===== config.mk =====
export PLATFORM = sky130hd
export DESIGN_NAME = rtt_estimator_retransmit_backoff
export DESIGN_NICKNAME = d
export VERILOG_FILES = /design/src/rtte_pkg.sv /design/src/rtte_cfg.sv /design/src/rtte_core.sv /design/src/rtt_estimator_retransmit_backoff.sv
export SDC_FILE = /design/constraint.sdc
export NUM_CORES = 1
export LEC_CHECK = 0
export BUFFER_PORTS_ARGS = -buffer_cell sky130_fd_sc_hd__buf_2
export CAP_MARGIN = 15
export CORE_MARGIN = 4
export CORE_UTILIZATION = 52
export DETAILED_ROUTE_END_ITERATION = 12
export PLACE_DENSITY = 0.7
export SKIP_LAST_GASP = 1
export SLEW_MARGIN = 30
export SYNTH_ARGS = -nofsm -noshare
export SYNTH_HDL_FRONTEND = slang
export SYNTH_HIERARCHICAL = 1
export SYNTH_SLANG_ARGS = --single-unit

===== constraint.sdc =====
create_clock -name clk_i -period 12.06 [get_ports clk_i]
set_input_delay 0.603 -clock clk_i [delete_from_list [all_inputs] [get_ports clk_i]]
set_output_delay 0.603 -clock clk_i [all_outputs]
set_load 0.1 [all_outputs]

===== src/rtte_pkg.sv =====
// shared types and constants for the retransmission timeout estimator
package rtte_pkg;

  localparam int unsigned TimeoutW  = 21;
  localparam int unsigned RttW      = 16;
  localparam int unsigned RetryW    = 3;
  localparam int unsigned CfgW      = 16;
  localparam int unsigned AddrW     = 4;
  localparam int unsigned ApbDataW  = 32;
  localparam int unsigned OutDataW  = 48;

  localparam logic [TimeoutW-1:0] TimeoutMax  = 21'h1F_FFFF;
  localparam logic [TimeoutW-1:0] TimeoutHalf = 21'h0F_FFFF;
  localparam logic [RetryW-1:0]   RetryMax    = 3'd7;

  localparam logic [CfgW-1:0]   MinTimeoutRst  = 16'd1000;
  localparam logic [CfgW-1:0]   MaxTimeoutRst  = 16'd60000;
  localparam logic [CfgW-1:0]   InitTimeoutRst = 16'd3000;
  localparam logic [RetryW-1:0] RetryLimitRst  = 3'd5;

  typedef enum logic [1:0] {
    REQ_RESET   = 2'd0,
    REQ_SENT    = 2'd1,
    REQ_ACK     = 2'd2,
    REQ_TIMEOUT = 2'd3
  } req_e;

  typedef enum logic [1:0] {
    REG_MIN_TIMEOUT  = 2'd0,
    REG_MAX_TIMEOUT  = 2'd1,
    REG_INIT_TIMEOUT = 2'd2,
    REG_RETRY_LIMIT  = 2'd3
  } reg_idx_e;

  typedef struct packed {
    logic [CfgW-1:0]   min_timeout;
    logic [CfgW-1:0]   max_timeout;
    logic [CfgW-1:0]   init_timeout;
    logic [RetryW-1:0] retry_limit;
  } cfg_t;

  typedef struct packed {
    logic [RttW-1:0]     srtt;
    logic [RttW-1:0]     rttvar;
    logic [TimeoutW-1:0] timeout;
    logic [RetryW-1:0]   retries;
    logic                outstanding;
    logic                dead;
  } est_state_t;

  typedef struct packed {
    logic                gave_up;
    logic                do_retransmit;
    logic [RetryW-1:0]   retries_done;
    logic [RttW-1:0]     smoothed_rtt;
    logic [TimeoutW-1:0] timeout;
  } result_t;

endpackage


===== src/rtte_cfg.sv =====
// apb configuration registers of the timeout estimator
module rtte_cfg import rtte_pkg::*; (
  input  logic                clk_i,
  input  logic                rst_ni,
  input  logic                psel,
  input  logic                penable,
  input  logic                pwrite,
  input  logic [AddrW-1:0]    paddr,
  input  logic [ApbDataW-1:0] pwdata,
  output logic [ApbDataW-1:0] prdata,
  output logic                pready,
  output cfg_t                cfg_o
);

  cfg_t     cfg_q, cfg_d;
  reg_idx_e idx;
  logic     wr_en;

  assign idx    = reg_idx_e'(paddr[3:2]);
  assign wr_en  = psel && penable && pwrite;
  assign pready = 1'b1;
  assign cfg_o  = cfg_q;

  always_comb begin
    cfg_d = cfg_q;
    if (wr_en) begin
      case (idx)
        REG_MIN_TIMEOUT:  cfg_d.min_timeout  = pwdata[CfgW-1:0];
        REG_MAX_TIMEOUT:  cfg_d.max_timeout  = pwdata[CfgW-1:0];
        REG_INIT_TIMEOUT: cfg_d.init_timeout = pwdata[CfgW-1:0];
        REG_RETRY_LIMIT:  cfg_d.retry_limit  = pwdata[RetryW-1:0];
        default:          cfg_d = cfg_q;
      endcase
    end
  end

  always_comb begin
    case (idx)
      REG_MIN_TIMEOUT:  prdata = {16'd0, cfg_q.min_timeout};
      REG_MAX_TIMEOUT:  prdata = {16'd0, cfg_q.max_timeout};
      REG_INIT_TIMEOUT: prdata = {16'd0, cfg_q.init_timeout};
      REG_RETRY_LIMIT:  prdata = {29'd0, cfg_q.retry_limit};
      default:          prdata = '0;
    endcase
  end

  always_ff @(posedge clk_i or negedge rst_ni) begin
    if (!rst_ni) begin
      cfg_q.min_timeout  <= MinTimeoutRst;
      cfg_q.max_timeout  <= MaxTimeoutRst;
      cfg_q.init_timeout <= InitTimeoutRst;
      cfg_q.retry_limit  <= RetryLimitRst;
    end else begin
      cfg_q <= cfg_d;
    end
  end

endmodule


===== src/rtte_core.sv =====
// next-state and result logic for one estimator event
module rtte_core import rtte_pkg::*; (
  input  cfg_t            cfg_i,
  input  est_state_t      state_i,
  input  req_e            req_i,
  input  logic [RttW-1:0] sample_i,
  output est_state_t      state_o,
  output result_t         result_o
);

  logic [RttW-1:0]     diff;
  logic [RttW:0]       var_sum;
  logic [RttW:0]       srtt_sum;
  logic [RttW-1:0]     srtt_new;
  logic [RttW-1:0]     var_new;
  logic [RttW+2:0]     rto_raw;
  logic [RttW+2:0]     rto_lo;
  logic [RttW+2:0]     rto_hi;
  logic [RetryW:0]     retry_inc;
  logic [TimeoutW-1:0] timeout_dbl;
  logic                resend;
  logic                quit;

  // jacobson update with gains 1/8 and 1/4
  always_comb begin
    diff = (state_i.srtt >= sample_i) ? (state_i.srtt - sample_i)
                                      : (sample_i - state_i.srtt);
    var_sum  = {1'b0, state_i.rttvar} - {1'b0, state_i.rttvar >> 2} + {1'b0, diff >> 2};
    srtt_sum = {1'b0, state_i.srtt} - {1'b0, state_i.srtt >> 3} + {1'b0, sample_i >> 3};
    if (state_i.srtt == '0) begin
      srtt_new = sample_i;
      var_new  = sample_i >> 1;
    end else begin
      srtt_new = srtt_sum[RttW-1:0];
      var_new  = var_sum[RttW-1:0];
    end
    rto_raw = {3'd0, srtt_new} + {1'b0, var_new, 2'b00};
    rto_lo  = (rto_raw < {3'd0, cfg_i.min_timeout}) ? {3'd0, cfg_i.min_timeout} : rto_raw;
    rto_hi  = (rto_lo > {3'd0, cfg_i.max_timeout}) ? {3'd0, cfg_i.max_timeout} : rto_lo;
  end

  assign retry_inc   = {1'b0, state_i.retries} + 4'd1;
  assign timeout_dbl = (state_i.timeout > TimeoutHalf) ? TimeoutMax
                                                       : {state_i.timeout[TimeoutW-2:0], 1'b0};

  always_comb begin
    state_o = state_i;
    resend  = 1'b0;
    quit    = 1'b0;
    case (req_i)
      REQ_RESET: begin
        state_o.timeout     = {5'd0, cfg_i.init_timeout};
        state_o.srtt        = '0;
        state_o.rttvar      = '0;
        state_o.retries     = '0;
        state_o.outstanding = 1'b0;
        state_o.dead        = 1'b0;
      end
      REQ_SENT: begin
        if (!state_i.dead) begin
          state_o.outstanding = 1'b1;
          state_o.retries     = '0;
        end
      end
      REQ_ACK: begin
        if (!state_i.dead) begin
          state_o.outstanding = 1'b0;
          state_o.srtt        = srtt_new;
          state_o.rttvar      = var_new;
          state_o.timeout     = {5'd0, rto_hi[RttW-1:0]};
        end
      end
      REQ_TIMEOUT: begin
        if (!state_i.dead && state_i.outstanding) begin
          if (retry_inc > {1'b0, cfg_i.retry_limit}) begin
            quit                = 1'b1;
            state_o.dead        = 1'b1;
            state_o.outstanding = 1'b0;
            state_o.retries     = retry_inc[RetryW] ? RetryMax : retry_inc[RetryW-1:0];
          end else begin
            resend          = 1'b1;
            state_o.retries = retry_inc[RetryW-1:0];
            state_o.timeout = timeout_dbl;
          end
        end
      end
      default: state_o = state_i;
    endcase
  end

  assign result_o.timeout       = state_o.timeout;
  assign result_o.smoothed_rtt  = state_o.srtt;
  assign result_o.retries_done  = state_o.retries;
  assign result_o.do_retransmit = resend;
  assign result_o.gave_up       = quit;

endmodule


===== src/rtt_estimator_retransmit_backoff.sv =====
// top level of the retransmission timeout estimator
// path: input transaction registers, then result registers on the master side
// throughput: one event per cycle while m_axis_tready holds; the state update
// runs through the shift-and-add core between input and result registers
// reset: asynchronous active low; registers return to their defaults and the
// estimator state to an unprimed estimate with the initial timeout
module rtt_estimator_retransmit_backoff import rtte_pkg::*; (
  input  logic                 clk_i,
  input  logic                 rst_ni,
  input  logic                 s_axis_tvalid,
  output logic                 s_axis_tready,
  input  logic [RttW-1:0]      s_axis_tdata,   // rtt_sample_ms
  input  logic [1:0]           s_axis_tuser,   // req_type
  output logic                 m_axis_tvalid,
  input  logic                 m_axis_tready,
  // timeout_ms, smoothed_rtt_ms, retries_done, do_retransmit, gave_up, zero pad
  output logic [OutDataW-1:0]  m_axis_tdata,
  input  logic                 psel,
  input  logic                 penable,
  input  logic                 pwrite,
  input  logic [AddrW-1:0]     paddr,
  input  logic [ApbDataW-1:0]  pwdata,
  output logic [ApbDataW-1:0]  prdata,
  output logic                 pready
);

  cfg_t            cfg;
  est_state_t      state_q, state_d;
  result_t         res_d, res_q;
  logic            in_vld_q;
  req_e            req_q;
  logic [RttW-1:0] sample_q;
  logic            out_vld_q;
  logic            advance;

  rtte_cfg u_cfg (
    .clk_i   (clk_i),
    .rst_ni  (rst_ni),
    .psel    (psel),
    .penable (penable),
    .pwrite  (pwrite),
    .paddr   (paddr),
    .pwdata  (pwdata),
    .prdata  (prdata),
    .pready  (pready),
    .cfg_o   (cfg)
  );

  rtte_core u_core (
    .cfg_i    (cfg),
    .state_i  (state_q),
    .req_i    (req_q),
    .sample_i (sample_q),
    .state_o  (state_d),
    .result_o (res_d)
  );

  assign advance       = !out_vld_q || m_axis_tready;
  assign s_axis_tready = !in_vld_q || advance;
  assign m_axis_tvalid = out_vld_q;
  assign m_axis_tdata  = {6'd0, res_q};

  always_ff @(posedge clk_i or negedge rst_ni) begin
    if (!rst_ni) begin
      in_vld_q  <= 1'b0;
      out_vld_q <= 1'b0;
      state_q.srtt        <= '0;
      state_q.rttvar      <= '0;
      state_q.timeout     <= {5'd0, InitTimeoutRst};
      state_q.retries     <= '0;
      state_q.outstanding <= 1'b0;
      state_q.dead        <= 1'b0;
    end else begin
      if (s_axis_tready) begin
        in_vld_q <= s_axis_tvalid;
      end
      if (advance) begin
        out_vld_q <= in_vld_q;
      end
      if (in_vld_q && advance) begin
        state_q <= state_d;
      end
    end
  end

  always_ff @(posedge clk_i) begin
    if (s_axis_tvalid && s_axis_tready) begin
      req_q    <= req_e'(s_axis_tuser);
      sample_q <= s_axis_tdata;
    end
    if (in_vld_q && advance) begin
      res_q <= res_d;
    end
  end

endmodule


# Word level (Yosys, flattened, before mapping)
# Cells that the tools add are included.
dict set report totals {
  out_inout_bits 83
  wordCells 87
  reg_bits 171
}
dict set report classes {
  add_sub_neg 8
  muxes 22
  n_lt_le_gt_ge 5
  n_eq_ne 10
  reduce_logical 23
}
# operator n
set op_table {}
lappend op_table {{one-hot mux 32 bit (4 select lines)} 1}
lappend op_table {{2-to-1 mux 16 bit} 4}
lappend op_table {{one-hot mux 32 bit (2 select lines)} 1}
lappend op_table {{one-hot mux 21 bit (3 select lines)} 1}
lappend op_table {{2-to-1 mux 53 bit} 1}
lappend op_table {{2-to-1 mux 21 bit} 2}
lappend op_table {{subtractor 16 bit} 2}
lappend op_table {{2-to-1 mux 26 bit} 1}
lappend op_table {{> comparator 21 x 20 -> 1 bit (second input constant)} 1}
lappend op_table {{adder 16 x 18 -> 19 bit} 1}
lappend op_table {{> comparator 19 x 16 -> 1 bit} 1}
lappend op_table {{< comparator 19 x 16 -> 1 bit} 1}
lappend op_table {{2-to-1 mux 19 bit} 1}
lappend op_table {{adder 16 x 13 -> 16 bit} 1}
lappend op_table {{adder 16 x 14 -> 16 bit} 1}
lappend op_table {{>= comparator 16 bit} 1}
lappend op_table {{zero test 16 bit} 1}
lappend op_table {{subtractor 16 x 13 -> 16 bit} 1}
lappend op_table {{subtractor 16 x 14 -> 16 bit} 1}
lappend op_table {{AND reduction 2 bit} 5}
lappend op_table {{one-hot mux 3 bit (3 select lines)} 1}
lappend op_table {{== test 2 bit (second input constant)} 4}
lappend op_table {{2-to-1 mux 3 bit} 2}
lappend op_table {{logical AND 1 bit} 5}
lappend op_table {{other kinds (17)} 27}

# Depth between registers and ports, before layout
dict set report logic_depth {
  depth_word 11
  ltp_mapped 59
  depth_no_buf 50
}

# Cells and area by module
# The synthesis kept the hierarchy.
# mod seq_area_each_um2 cells_each area_each_um2 instances
set by_module_without_submodules {}
lappend by_module_without_submodules {rtte_core 0.0 1028 7458.4 1}
lappend by_module_without_submodules {rtt_estimator_retransmit_backoff 3311.9 198 4145.2 1}
lappend by_module_without_submodules {rtte_cfg 1303.8 180 2497.4 1}

# Least setup slack after synthesis
# OpenSTA, ideal clock, no wires.
dict set report synth_timing {
  path_kind {reg-to-reg}
  startpoint {register state_q[46] (netlist bit)}
  endpoint {register state_q[7] (netlist bit)}
  slack_ps 2183
  period_less_slack_ps 9877
  setup_ps 125
  t_arrival_ps 9752
  required_time_ps 11935
  path_stages_with_launch 59
  n_path_buf 9
  path_cell_list {dfrtp_1 > inv_1 > ha_1 > buf_4 > nand4_1 > nor3_1 > nor3_2 > a211oi_2 > or2_1 > buf_6 > buf_2 > nor2_1 > nor2_1 > a31oi_1 > xor2_1 > ha_1 > inv_1 > ha_1 > (+23 left out) > buf_6 > buf_6 > mux2_4 > ha_1 > and4_1 > nand2_1 > a21oi_1 > a211oi_1 > o31ai_1 > a21oi_1 > and3_1 > buf_6 > buf_6 > buf_8 > nand3_1 > o311ai_0 > buf_4 > mux2_2}
}
# item line_no
set synth_rtl {}
lappend synth_rtl {{from (decl)} rtt_estimator_retransmit_backoff.sv:28} ;# est_state_t state_q, state_d;
lappend synth_rtl {{from (signal assigned)} rtt_estimator_retransmit_backoff.sv:81} ;# state_q <= state_d;

==> flow_metrics.tcl <==
set metrics [dict create \
    slew_violations 0 \
    fin_worst_skew_ps 17.8 \
    grt_max_degree 77 \
    firstDrtPassIters 6 \
    start_util 0.526 \
    path_class "reg -> reg" \
    drive_gt1_frac 0.248 \
    ant_nets 0 \
    post-route-drc-count 0 \
    layout_commonest_cell "inv_1" \
    rows 60 \
    dieArea_um2 29800 \
    fill_cells 2297 \
    layout_common_cells "inv_1 (134), mux2_2 (117), ha_1 (117)" \
    synth_top_flop_cell "dfrtp_1" \
    antenna_found_initial 1 \
    cts.sinks 171 \
    cts_inserted_buffers 17 \
    syn_avg_cell_area_um2 10.0 \
    tightest_slew_ps 1050 \
    maxCapViolations 0 \
    relSlewSlack 0.295 \
    period_minus_slack_ps 11460 \
    cp_slowest_cell "nor2_1" \
    grt_usage 0.233 \
    hold_path_class "in -> async" \
    antenna_cells 0 \
    coreArea_um2 26800 \
    crit_start "state_q[53]" \
    yosys_warnings 6 \
    cp-end-kind "register" \
    worstReg2RegStart "state_q[53]" \
    cpPeakStageDelay_ps 670 \
    cp_common_cell "a21oi_1" \
    yosysSeqAreaShare 0.327 \
    clockBufferDepth 2 \
    ys_types 82 \
    dr.first_iter.drc_count 1149 \
    path_clk_slew_ps 80 \
    synth_cells 1406 \
    crit_family "compound AO/OA/AOI/OAI gates" \
    setup_violations 0 \
    netlist_area_um2 14100 \
    area_delta_synth_final_pct 6.59 \
    synth_seq_cells 171 \
    place_inst 1763 \
    num_vias 10716 \
    path_buf_inv 6 \
    path_max_fanout 21 \
    fp.dieH_um 173 \
    viasPerCell 5.97 \
    rsz0062_at_grt "no" \
    cts_resized 0 \
    wire_per_inst_um 19.8 \
    wl_um 35500 \
    critPathRequiredTime_ps 12380 \
    period_share 0.950 \
    portBuffers 102 \
    postCtsHoldBufs 0 \
    cts_setup_buffers 0 \
    fin_nets 1648 \
    tritoncts "yes" \
    die_x_um 173 \
    h-tree-depth 4 \
    grt_pass1_vias 10597 \
    grt_overflow_total 0 \
    final-hold-violation-count 0 \
    place.gp.congestion 0.905 \
    timing.fmax_mhz 87.3 \
    dp_hpwl_um 25800 \
    ios 144 \
    cp.arrival_ps 11780 \
    finalSetupTns_ps 0 \
    grt_pass1_wl_um 57000 \
    stdcell_count 1795 \
    cts_root_buf "clkbuf_16" \
    status "complete, no violations" \
    clk_latency_ps 440 \
    critPathLaunchType "register" \
    synth_edf_count 60 \
    async_flop_share 0.649 \
]
worst reg2reg max path: cells and delay by family (launching register included):
family / cells / cell delay (ps)
AOI/OAI and AO/OA: 21 / 4010
muxes: 3 / 990
DFF: 1 / 480
xor gates and xnor gates: 3 / 640
and+or+nand+nor: 10 / 2180
buffers and inverters: 6 / 820
adders and majority gates: 6 / 2250
flip-flops by register name (all words and copies together), names as in the netlist:
register / cells
in_vld_q: 1
m_axis_tdata: 42
m_axis_tvalid: 1
req_q: 2
sample_q: 16
state_q: 58
u_cfg/cfg_o: 51
stage by stage:
stage                     hold slack [ps]  cell area, µm²  setup slack (ps)   util
after CTS                             164           15000               599  0.560
after floorplan                       307           14200              2180      -
after detailed placement              516           14400               656  0.538
after global placement                508           14400              1010  0.538
final                                 144           15000               601  0.561
after global routing                  179           15000              11.9  0.561
synthesized netlist by cell type, drive strengths merged (10+ instances only):
cell type	n	area [µm²]
o21a	10	75.1
a211oi	19	158
dfstp	29	762
clkbuf	28	105
nor2b	11	68.8
xor2	21	184
dfrtp	82	2050
nor3	16	111
nand2b	15	101
buf	93	733
o311ai	12	143
nand2	88	338
xnor2	28	245
o21ai	74	378
mux2	139	1650
a22o	32	280
inv	137	514
edfxtp	60	1800
a21o	34	255
nand3	30	155
a21oi	80	423
a222oi	13	130
ha	118	1480
fa	28	561
nor2	76	288
mux2i	23	230
cell type report:
type | instances | area, µm² | area share
multi-input combinational | 997 | 8240 | 0.548
sequential | 171 | 4620 | 0.307
timing repair buffer | 117 | 654 | 0.0435
inverter | 137 | 517 | 0.0344
clock buffer | 18 | 429 | 0.0286
tap | 341 | 427 | 0.0284
clock inverter | 14 | 148 | 0.00982
path summary, 6_finish.rpt:
check	end	slack (ps)	cells past startpoint
worst max-delay path	state_q[20]	600	49
worst min-delay path	state_q[3]	140	1
worst max register to register	state_q[20]	600	49
worst min register to register	state_q[21]	540	1
max in group asynchronous	u_cfg/cfg_o[23]	10840	2
min in group clk_i	sample_q[15]	330	1
routing by layer:
metal | routed length [µm] | global-route usage | up-vias | part of all wire
met3 | 2490 | 0.0365 | 50 | 0.070
li1 | - | - | 5032 | -
met2 | 16500 | 0.386 | 467 | 0.46
met4 | 715 | 0.0662 | 0 | 0.020
met1 | 15800 | 0.321 | 5167 | 0.45
met5 | 0 | 0 | - | 0
cell families after synthesis:
group	Yosys count	synth area share
AO/OA/AOI/OAI	333	0.165
XOR/XNOR	49	0.0304
adder cells (fa/ha/maj)	146	0.144
buffers and inverters	258	0.0959
flip-flops	171	0.327
multiplexers	165	0.138
other	3	0.000799
AND/OR/NAND/NOR	281	0.0977
Power is not shown: default switching activity piles up to over one toggle a cycle in this logic, so the estimate is an artifact.
